<file path="src/rtl/msh_pkg.sv">
package msh_pkg;

   localparam int CMD_W      = 1;
   localparam int KEY_PORT_W = 16;
   localparam int SLOT_W     = 6;
   localparam int STAT_W     = 2;
   localparam int MID_W      = 7;
   localparam int TSIZE_W    = 7;
   localparam int CSR_ADDR_W = 2;
   localparam int CSR_DATA_W = 32;

   localparam logic [CMD_W-1:0] CMD_INSERT = 1'b0;
   localparam logic [CMD_W-1:0] CMD_READ   = 1'b1;

   localparam logic [STAT_W-1:0] STAT_STORED   = 2'd0;
   localparam logic [STAT_W-1:0] STAT_FULL     = 2'd1;
   localparam logic [STAT_W-1:0] STAT_ZERO_KEY = 2'd2;
   localparam logic [STAT_W-1:0] STAT_READ     = 2'd3;

   localparam logic [TSIZE_W-1:0]    TSIZE_RESET         = 7'd64;
   localparam logic [CSR_ADDR_W-1:0] CSR_TABLE_SIZE_ADDR = 2'd0;

   // largest two-digit middle value
   localparam logic [MID_W-1:0] MID_MAX = 7'd99;

   typedef logic [3:0] bcd_digit_type;

endpackage

</file>
<file path="src/rtl/msh_bcd.sv">
// Shift-and-add-3 binary to BCD converter, one input bit per cycle.
module msh_bcd #(
   parameter int IN_W = 32,
   parameter int NDIG = 10
) (
   input  logic                                  clock,
   input  logic                                  reset,
   input  logic                                  start,
   input  logic [IN_W-1:0]                       value,
   output logic                                  done,
   output msh_pkg::bcd_digit_type [NDIG-1:0]     digits
);
   import msh_pkg::*;

   localparam int CNT_W = $clog2(IN_W);
   localparam int BCD_W = NDIG * 4;

   bcd_digit_type [NDIG-1:0] bcd_ff, bcd_in, adj;
   logic [IN_W-1:0]          bin_ff, bin_in;
   logic [CNT_W-1:0]         cnt_ff, cnt_in;
   logic                     run_ff, run_in;
   logic                     done_ff, done_in;

   always_comb begin
      for (int i = 0; i < NDIG; i++) begin
         adj[i] = (bcd_ff[i] >= 4'd5) ? bcd_ff[i] + 4'd3 : bcd_ff[i];
      end
      bcd_in  = bcd_ff;
      bin_in  = bin_ff;
      cnt_in  = cnt_ff;
      run_in  = run_ff;
      done_in = 1'b0;
      if (start) begin
         bcd_in = '0;
         bin_in = value;
         cnt_in = '0;
         run_in = 1'b1;
      end else if (run_ff) begin
         bcd_in = BCD_W'({adj, bin_ff[IN_W-1]});
         bin_in = {bin_ff[IN_W-2:0], 1'b0};
         cnt_in = cnt_ff + CNT_W'(1);
         if (cnt_ff == CNT_W'(IN_W - 1)) begin
            run_in  = 1'b0;
            done_in = 1'b1;
         end
      end
   end

   always_ff @(posedge clock) begin
      if (reset) begin
         run_ff  <= 1'b0;
         done_ff <= 1'b0;
         cnt_ff  <= '0;
      end else begin
         run_ff  <= run_in;
         done_ff <= done_in;
         cnt_ff  <= cnt_in;
      end
   end

   always_ff @(posedge clock) begin
      bcd_ff <= bcd_in;
      bin_ff <= bin_in;
   end

   assign done   = done_ff;
   assign digits = bcd_ff;

endmodule

</file>
<file path="src/rtl/msh_table.sv">
// Slot store: one write port, one registered read port. Per-entry valid
// bits make every slot read as empty right after reset.
module msh_table #(
   parameter int DEPTH  = 64,
   parameter int IDX_W  = 6,
   parameter int DATA_W = 16
) (
   input  logic              clock,
   input  logic              reset,
   input  logic              rd_en,
   input  logic [IDX_W-1:0]  rd_addr,
   output logic [DATA_W-1:0] rd_data,
   input  logic              wr_en,
   input  logic [IDX_W-1:0]  wr_addr,
   input  logic [DATA_W-1:0] wr_data
);

   logic [DATA_W-1:0] mem_ff [DEPTH];
   logic [DEPTH-1:0]  valid_ff;
   logic [DATA_W-1:0] rd_data_ff;
   logic              rd_valid_ff;

   always_ff @(posedge clock) begin
      if (wr_en) begin
         mem_ff[wr_addr] <= wr_data;
      end
      if (rd_en) begin
         rd_data_ff <= mem_ff[rd_addr];
      end
   end

   always_ff @(posedge clock) begin
      if (reset) begin
         valid_ff    <= '0;
         rd_valid_ff <= 1'b0;
      end else begin
         if (wr_en) begin
            valid_ff[wr_addr] <= 1'b1;
         end
         if (rd_en) begin
            rd_valid_ff <= valid_ff[rd_addr];
         end
      end
   end

   assign rd_data = rd_valid_ff ? rd_data_ff : '0;

endmodule

</file>
<file path="src/rtl/mid_square_hash_linear_probe.sv">
// Insert: squaring, decimal conversion of the square, middle-digit pick,
// remainder, then a table read and a check for each slot probed, P = slots
// probed (1 to table size). Read: one table read and check; zero key: no hashing.
// One word in flight; a new word is taken while the last result waits.
// Synchronous reset empties every slot at once and sets table_size to 64.
module mid_square_hash_linear_probe #(
   parameter int TABLE_DEPTH = 64,
   parameter int KEY_WIDTH   = 16
) (
   input  logic                               clock,
   input  logic                               reset,
   input  logic                               req_valid,
   output logic                               req_stall,
   input  logic [msh_pkg::CMD_W-1:0]          req_cmd,
   input  logic [msh_pkg::KEY_PORT_W-1:0]     req_key,
   input  logic [msh_pkg::SLOT_W-1:0]         req_slot,
   output logic                               rsp_valid,
   input  logic                               rsp_stall,
   output logic [msh_pkg::STAT_W-1:0]         rsp_status,
   output logic [msh_pkg::SLOT_W-1:0]         rsp_placed_slot,
   output logic [msh_pkg::SLOT_W-1:0]         rsp_home_slot,
   output logic [msh_pkg::MID_W-1:0]          rsp_mid_value,
   output logic [msh_pkg::KEY_PORT_W-1:0]     rsp_read_key,
   input  logic                               csr_psel,
   input  logic                               csr_penable,
   input  logic                               csr_pwrite,
   input  logic [msh_pkg::CSR_ADDR_W-1:0]     csr_paddr,
   input  logic [msh_pkg::CSR_DATA_W-1:0]     csr_pwdata,
   output logic [msh_pkg::CSR_DATA_W-1:0]     csr_prdata,
   output logic                               csr_pready
);
   import msh_pkg::*;

   localparam int IDX_W     = $clog2(TABLE_DEPTH);
   localparam int SZ_W      = $clog2(TABLE_DEPTH + 1);
   localparam int REM_W     = SZ_W + 1;
   localparam int SQ_W      = 2 * KEY_WIDTH;
   localparam int NDIG      = (SQ_W * 30103) / 100000 + 1;
   localparam int DIG_IDX_W = $clog2(NDIG);
   localparam int MOD_CNT_W = $clog2(MID_W + 1);

   localparam logic [3:0] S_IDLE    = 4'd0;
   localparam logic [3:0] S_SQ      = 4'd1;
   localparam logic [3:0] S_BCD_ST  = 4'd2;
   localparam logic [3:0] S_BCD     = 4'd3;
   localparam logic [3:0] S_MID     = 4'd4;
   localparam logic [3:0] S_MOD     = 4'd5;
   localparam logic [3:0] S_PRB_RD  = 4'd6;
   localparam logic [3:0] S_PRB_CHK = 4'd7;
   localparam logic [3:0] S_RD      = 4'd8;
   localparam logic [3:0] S_RD_CHK  = 4'd9;
   localparam logic [3:0] S_DONE    = 4'd10;

   logic [3:0]             state_ff, state_in;
   logic [TSIZE_W-1:0]     table_size_ff, table_size_in;
   logic [KEY_WIDTH-1:0]   key_ff, key_in;
   logic [SLOT_W-1:0]      slot_ff, slot_in;
   logic [SQ_W-1:0]        sq_ff, sq_in;
   logic [MID_W-1:0]       div_ff, div_in;
   logic [REM_W-1:0]       rem_ff, rem_in;
   logic [MOD_CNT_W-1:0]   mod_cnt_ff, mod_cnt_in;
   logic [IDX_W-1:0]       idx_ff, idx_in;
   logic [SZ_W-1:0]        probe_cnt_ff, probe_cnt_in;

   logic [STAT_W-1:0]      w_status_ff, w_status_in;
   logic [SLOT_W-1:0]      w_placed_ff, w_placed_in;
   logic [SLOT_W-1:0]      w_home_ff, w_home_in;
   logic [MID_W-1:0]       w_mid_ff, w_mid_in;
   logic [KEY_PORT_W-1:0]  w_rkey_ff, w_rkey_in;

   logic                   rsp_valid_ff, rsp_valid_in;
   logic [STAT_W-1:0]      out_status_ff, out_status_in;
   logic [SLOT_W-1:0]      out_placed_ff, out_placed_in;
   logic [SLOT_W-1:0]      out_home_ff, out_home_in;
   logic [MID_W-1:0]       out_mid_ff, out_mid_in;
   logic [KEY_PORT_W-1:0]  out_rkey_ff, out_rkey_in;

   logic [SZ_W-1:0]        eff_size;
   logic [SZ_W-1:0]        idx_inc;
   logic [REM_W-1:0]       rem_shift, rem_next;
   logic                   slot_ok;
   logic                   csr_wr;

   logic                   bcd_start, bcd_done;
   bcd_digit_type [NDIG-1:0] digits;
   logic [DIG_IDX_W-1:0]   top_dig, half, half_up;
   bcd_digit_type          dig_hi, dig_lo;
   logic [MID_W-1:0]       mid_sel;

   logic                   tbl_rd_en, tbl_wr_en;
   logic [IDX_W-1:0]       tbl_rd_addr;
   logic [KEY_WIDTH-1:0]   tbl_rd_data;

   msh_bcd #(
      .IN_W (SQ_W),
      .NDIG (NDIG)
   ) u_bcd (
      .clock  (clock),
      .reset  (reset),
      .start  (bcd_start),
      .value  (sq_ff),
      .done   (bcd_done),
      .digits (digits)
   );

   msh_table #(
      .DEPTH  (TABLE_DEPTH),
      .IDX_W  (IDX_W),
      .DATA_W (KEY_WIDTH)
   ) u_table (
      .clock   (clock),
      .reset   (reset),
      .rd_en   (tbl_rd_en),
      .rd_addr (tbl_rd_addr),
      .rd_data (tbl_rd_data),
      .wr_en   (tbl_wr_en),
      .wr_addr (idx_ff),
      .wr_data (key_ff)
   );

   // table size in effect: clamped to 1..TABLE_DEPTH
   always_comb begin
      if (table_size_ff == '0) begin
         eff_size = SZ_W'(1);
      end else if (32'(table_size_ff) > 32'(TABLE_DEPTH)) begin
         eff_size = SZ_W'(TABLE_DEPTH);
      end else begin
         eff_size = SZ_W'(table_size_ff);
      end
   end

   // middle digit(s) of the square from the top nonzero BCD digit
   always_comb begin
      top_dig = '0;
      for (int i = 0; i < NDIG; i++) begin
         if (digits[i] != '0) begin
            top_dig = DIG_IDX_W'(i);
         end
      end
      half    = top_dig >> 1;
      half_up = half + DIG_IDX_W'(1);
      dig_lo  = digits[half];
      dig_hi  = digits[half_up];
      if (!top_dig[0]) begin
         mid_sel = MID_W'(dig_lo);
      end else begin
         mid_sel = MID_W'({dig_hi, 3'b000}) + MID_W'({dig_hi, 1'b0}) + MID_W'(dig_lo);
      end
   end

   assign rem_shift = {rem_ff[REM_W-2:0], div_ff[MID_W-1]};
   assign rem_next  = (rem_shift >= REM_W'(eff_size)) ? rem_shift - REM_W'(eff_size)
                                                     : rem_shift;
   assign idx_inc   = SZ_W'(idx_ff) + SZ_W'(1);
   assign slot_ok   = 32'(slot_ff) < 32'(TABLE_DEPTH);
   assign csr_wr    = csr_psel && csr_penable && csr_pwrite
                      && (csr_paddr == CSR_TABLE_SIZE_ADDR);

   always_comb begin
      state_in      = state_ff;
      table_size_in = table_size_ff;
      key_in        = key_ff;
      slot_in       = slot_ff;
      sq_in         = sq_ff;
      div_in        = div_ff;
      rem_in        = rem_ff;
      mod_cnt_in    = mod_cnt_ff;
      idx_in        = idx_ff;
      probe_cnt_in  = probe_cnt_ff;
      w_status_in   = w_status_ff;
      w_placed_in   = w_placed_ff;
      w_home_in     = w_home_ff;
      w_mid_in      = w_mid_ff;
      w_rkey_in     = w_rkey_ff;
      rsp_valid_in  = rsp_valid_ff;
      out_status_in = out_status_ff;
      out_placed_in = out_placed_ff;
      out_home_in   = out_home_ff;
      out_mid_in    = out_mid_ff;
      out_rkey_in   = out_rkey_ff;
      bcd_start     = 1'b0;
      tbl_rd_en     = 1'b0;
      tbl_rd_addr   = idx_ff;
      tbl_wr_en     = 1'b0;

      if (csr_wr) begin
         table_size_in = csr_pwdata[TSIZE_W-1:0];
      end
      if (rsp_valid_ff && !rsp_stall) begin
         rsp_valid_in = 1'b0;
      end

      case (state_ff)
         S_IDLE: begin
            if (req_valid) begin
               key_in      = KEY_WIDTH'(req_key);
               slot_in     = req_slot;
               w_placed_in = '0;
               w_home_in   = '0;
               w_mid_in    = '0;
               w_rkey_in   = '0;
               if (req_cmd == CMD_INSERT) begin
                  if (KEY_WIDTH'(req_key) == '0) begin
                     w_status_in = STAT_ZERO_KEY;
                     state_in    = S_DONE;
                  end else begin
                     state_in = S_SQ;
                  end
               end else begin
                  state_in = S_RD;
               end
            end
         end
         S_SQ: begin
            sq_in    = key_ff * key_ff;
            state_in = S_BCD_ST;
         end
         S_BCD_ST: begin
            bcd_start = 1'b1;
            state_in  = S_BCD;
         end
         S_BCD: begin
            if (bcd_done) begin
               state_in = S_MID;
            end
         end
         S_MID: begin
            w_mid_in   = mid_sel;
            div_in     = mid_sel;
            rem_in     = '0;
            mod_cnt_in = MOD_CNT_W'(MID_W);
            state_in   = S_MOD;
         end
         S_MOD: begin
            // restoring remainder, one bit of the middle value per cycle
            rem_in     = rem_next;
            div_in     = {div_ff[MID_W-2:0], 1'b0};
            mod_cnt_in = mod_cnt_ff - MOD_CNT_W'(1);
            if (mod_cnt_ff == MOD_CNT_W'(1)) begin
               w_home_in    = SLOT_W'(rem_next);
               idx_in       = IDX_W'(rem_next);
               probe_cnt_in = '0;
               state_in     = S_PRB_RD;
            end
         end
         S_PRB_RD: begin
            tbl_rd_en   = 1'b1;
            tbl_rd_addr = idx_ff;
            state_in    = S_PRB_CHK;
         end
         S_PRB_CHK: begin
            if (tbl_rd_data == '0) begin
               tbl_wr_en   = 1'b1;
               w_status_in = STAT_STORED;
               w_placed_in = SLOT_W'(idx_ff);
               state_in    = S_DONE;
            end else if (SZ_W'(probe_cnt_ff + SZ_W'(1)) == eff_size) begin
               w_status_in = STAT_FULL;
               w_placed_in = '0;
               state_in    = S_DONE;
            end else begin
               idx_in       = (idx_inc == eff_size) ? '0 : IDX_W'(idx_inc);
               probe_cnt_in = probe_cnt_ff + SZ_W'(1);
               state_in     = S_PRB_RD;
            end
         end
         S_RD: begin
            tbl_rd_en   = slot_ok;
            tbl_rd_addr = IDX_W'(slot_ff);
            state_in    = S_RD_CHK;
         end
         S_RD_CHK: begin
            w_status_in = STAT_READ;
            w_placed_in = slot_ff;
            w_rkey_in   = slot_ok ? KEY_PORT_W'(tbl_rd_data) : '0;
            state_in    = S_DONE;
         end
         S_DONE: begin
            if (!rsp_valid_ff || !rsp_stall) begin
               rsp_valid_in  = 1'b1;
               out_status_in = w_status_ff;
               out_placed_in = w_placed_ff;
               out_home_in   = w_home_ff;
               out_mid_in    = w_mid_ff;
               out_rkey_in   = w_rkey_ff;
               state_in      = S_IDLE;
            end
         end
         default: begin
            state_in = S_IDLE;
         end
      endcase
   end

   always_ff @(posedge clock) begin
      if (reset) begin
         state_ff      <= S_IDLE;
         table_size_ff <= TSIZE_RESET;
         rsp_valid_ff  <= 1'b0;
      end else begin
         state_ff      <= state_in;
         table_size_ff <= table_size_in;
         rsp_valid_ff  <= rsp_valid_in;
      end
   end

   always_ff @(posedge clock) begin
      key_ff        <= key_in;
      slot_ff       <= slot_in;
      sq_ff         <= sq_in;
      div_ff        <= div_in;
      rem_ff        <= rem_in;
      mod_cnt_ff    <= mod_cnt_in;
      idx_ff        <= idx_in;
      probe_cnt_ff  <= probe_cnt_in;
      w_status_ff   <= w_status_in;
      w_placed_ff   <= w_placed_in;
      w_home_ff     <= w_home_in;
      w_mid_ff      <= w_mid_in;
      w_rkey_ff     <= w_rkey_in;
      out_status_ff <= out_status_in;
      out_placed_ff <= out_placed_in;
      out_home_ff   <= out_home_in;
      out_mid_ff    <= out_mid_in;
      out_rkey_ff   <= out_rkey_in;
   end

   assign req_stall       = (state_ff != S_IDLE);
   assign rsp_valid       = rsp_valid_ff;
   assign rsp_status      = out_status_ff;
   assign rsp_placed_slot = out_placed_ff;
   assign rsp_home_slot   = out_home_ff;
   assign rsp_mid_value   = out_mid_ff;
   assign rsp_read_key    = out_rkey_ff;

   assign csr_pready = 1'b1;
   assign csr_prdata = (csr_paddr == CSR_TABLE_SIZE_ADDR) ? CSR_DATA_W'(table_size_ff) : '0;

endmodule

</file>
<file path="config.mk">
export PLATFORM = sky130hd
export DESIGN_NAME = mid_square_hash_linear_probe
export DESIGN_NICKNAME = d
export VERILOG_FILES = /design/src/rtl/msh_pkg.sv /design/src/rtl/msh_bcd.sv /design/src/rtl/msh_table.sv /design/src/rtl/mid_square_hash_linear_probe.sv
export SDC_FILE = /design/constraint.sdc
export NUM_CORES = 2
export LEC_CHECK = 0
export BUFFER_PORTS_ARGS = -buffer_cell sky130_fd_sc_hd__buf_2
export CORE_MARGIN = 2
export CORE_UTILIZATION = 57
export CTS_CLUSTER_DIAMETER = 50
export DETAILED_ROUTE_END_ITERATION = 8
export MAX_ROUTING_LAYER = met4
export PLACE_DENSITY_LB_ADDON = 0.12
export REMOVE_ABC_BUFFERS = 1
export SLEW_MARGIN = 20
export SYNTH_ARGS = -nofsm -noshare
export SYNTH_HDL_FRONTEND = slang
export SYNTH_SLANG_ARGS = --single-unit
</file>
<file path="constraint.sdc">
create_clock -name clock -period 7.2 [get_ports clock]
set_input_delay 1.44 -clock clock [delete_from_list [all_inputs] [get_ports clock]]
set_output_delay 1.44 -clock clock [all_outputs]
set_load 0.02 [all_outputs]
</file>
==> results.md <==
* Synth area leaders: edfxtp_1, mux4_2, fa_1, dfxtp_1, nand2_1
* Unique masters post-synth at 74
* GP Congestion at 0.911
* IO Pins at 136
* FF+latch count, synth at 1353
* Post-CTS sizing at 0
* Vias in the first global route at 35.1k
* RSZ-0062 raised after global routing: false
* Wl on met1 at 60200 um
* Min-delay worst type: register to register
* Final count of pins violating max slew at 0
* Routed Antenna Nets at 0
* Fraction of layout cells with a size suffix above 1 at 0.153
* Core Util, Final at 0.641
* Htree depth at 4
* VDD IR max at 1.17 mV
* Synth Warn # at 0
* FP Rows at 120
* Slew HR at 0.238
* LEAKAGE at 25.1 nW
* Synth Instances at 4258
* Largest net degree at the start of global routing at 110
* Vias at 35.6k
* CP Data Required Time at 7680 ps
* Sequential fraction of the synthesis area at 0.641
* Layout area overhead at 11.6%
* Dpl hpwl at 91300 um
* Final clock skew at 38.1 ps
* Finished Cell Area at 68600 um^2
* Die X at 332 um
* Critical path capture point type: register
* First-pass GRT wire length at 219000 um
* Final WS setup at 518 ps
* Min Tclk post-route at roughly 6700 ps
* Critical path type: register to register
* CTS clock-pin slew for the worst setup and hold paths at 60 ps
* DR pass1 iterations at 6
* PwrDens at 433 nW/um^2
* Post-synth EDFFs at 1229
* Met3 WL at about 13000 um
* Hold_buf cts at 0
* Avg Inst Size Synth at 14.4 um^2
* Nets at between 4k and 5k
* Clk sinks at 1353
* Via-to-Cell Ratio at 5.99
* Area of placed instances at 63800 um^2
* WL final at 146000 um
* Share of the synthesized area in the top cell type at 0.601
* Worst path arrival time at 7170 ps
* Total core area at 107000 um^2
* Top-count cell post-synth: edfxtp_1
* Residual DRC at 0
* Critical-path maximum fanout at 40
* Status: complete, no violations
* Post-synth top cells: edfxtp_1, nand2_1, nor2_1
* CTS Buf Count at 142
* Area of the mapped netlist at 61400 um^2
* Pre-CTS setup slack at between 500 and 600 ps
* CTS tree: built
* F_max at 150 MHz
* Actual slew at the worst max-slew pin at about 1100 ps
* Max Cap Viol at 0
* Clock buffer depth at 3
* Fin crit share at 0.928
* Post-DR wirelength/cell at 24.6 um
* Initial antenna violation count at 14
* IO buf count at 84
* Total Routing Usage GR at 0.276
* Async SR Flop Fraction at 0
* DRT iter0 DRCs at around 3.8k
* Startpoint types: register
* Ys flop type: edfxtp_1
* Root Driver: clkbuf_16
* Top layer in use: met4
* Starting Density at 0.575
* Final setup viols at 0
* Die Span Y at roughly 330 um
* Post-CTS Setup Bufs at 0
* Area leader, netlist: edfxtp_1
* Met2 WL at around 68000 um
* Die area at 110000 um^2
* Worst skew pair latency at 760 ps
* Final hold vios at 0
* Total grt overflow at 0
## metrics by stage
step | std cells | hold WS (ps) | total power [mW] | setup TNS [ps]
after floorplan | 4054 | 400 | 19.8 | -27960
after global placement | 5672 | 401 | 22.3 | 0
after detailed placement | 5672 | 405 | 22.4 | 0
after CTS | 5932 | 419 | 29.9 | 0
after global routing | 5935 | 423 | 32.1 | 0
final | 5940 | 417 | 29.7 | 0
## where the power goes
group          internal (mW)  switching [mW]  leakage (nW)
registers               9.55           0.211          12.1
logic                   5.30            7.20          10.7
clock network           4.35            3.07          2.30
## cells in the final DEF (no fill, tap or decap), types with 9 or more instances in the layout
cell type / instances
a21o_1: 20
mux4_2: 183
inv_1: 293
o21ai_0: 94
clkbuf_16: 149
dfxtp_1: 124
clkinv_2: 18
ha_1: 145
nand2b_1: 23
a221oi_1: 33
or2_2: 9
buf_2: 83
mux2_2: 36
clkinv_1: 20
and3_1: 26
buf_4: 127
nor2b_1: 13
nand2_1: 504
edfxtp_1: 1229
fa_1: 165
a31oi_1: 69
nor3_1: 19
mux2i_1: 128
a21oi_1: 155
and2_1: 55
conb_1: 26
clkbuf_1: 29
o21ba_2: 10
nor4_1: 22
nand3_1: 77
clkinvlp_4: 10
o211ai_1: 36
bufinv_16: 14
o22ai_1: 24
nor2_1: 329
nand4_1: 9
xnor2_1: 55
xor2_1: 32
## cells by family (layout without fill, tap and decap cells)
group                    after synthesis  count (layout)  share of synthesized area
AND/OR/NAND/NOR                     1130            1130                     0.0801
flip-flops                          1353            1353                      0.641
XOR/XNOR                              88              88                     0.0128
other                                  2              34                   0.000122
adder cells (fa/ha/maj)              310             310                     0.0833
AO/OA/AOI/OAI                        497             497                     0.0505
multiplexers                         355             355                     0.0960
buffers and inverters                523             770                     0.0358
## layout make-up
class                           instances  area (um^2)
Antenna cell                            8         20.0
Clock buffer                          180         3860
Clock inverter                         80          896
Fill cell                            7794        38300
Inverter                              295         1110
Multi-Input combinational cell       2406        20100
Sequential cell                      1353        39400
Tap cell                             1403         1760
Timing Repair Buffer                  215         1470
## path summary, 6_finish.rpt
check | from | to | slack [ps] | cells past startpoint
worst max-delay path | key_ff[1] | sq_ff[31] | 520 | 23
worst min-delay path | w_mid_ff[6] | rsp_mid_value[6] | 420 | 0
worst max register to register | key_ff[1] | sq_ff[31] | 520 | 23
worst min register to register | w_mid_ff[6] | rsp_mid_value[6] | 420 | 0
## metal layers
layer  track usage  vias up
li1              -    15846
met1         0.379    17966
met2         0.413     1512
met3        0.0585      266
met4        0.0980        0
met5             -        -
## sequential cells by signal, indices dropped and copies added (netlist names), 3 cells and up
name	count
rsp_mid_value	7
w_placed_ff	6
w_mid_ff	7
state_ff	4
u_bcd.bin_ff	32
idx_ff	6
w_rkey_ff	16
rsp_home_slot	6
rem_ff	7
u_table.valid_ff	64
slot_ff	6
u_table.rd_data_ff	16
w_home_ff	6
mod_cnt_ff	3
sq_ff	31
probe_cnt_ff	7
rsp_read_key	16
u_bcd.cnt_ff	5
table_size_ff	7
u_table.mem_ff	1024
rsp_placed_slot	6
u_bcd.digits	40
key_ff	16
div_ff	7
## worst max-delay path, cell delays in order, from the launching register on
cell	delay, ps
edfxtp_1	460
buf_4	430
nand2_1	130
fa_1	500
inv_1	60
ha_1	180
a21o_1	170
fa_1	540
inv_1	60
fa_1	530
inv_1	50
fa_1	480
inv_1	50
fa_1	470
inv_1	40
ha_1	360
nand2_1	80
or4_1	490
o21ai_0	310
a22o_1	250
a21oi_1	140
o311ai_0	330
a21oi_1	140
xor2_1	150
No activity file was read; power rests on OpenSTA's default activity.
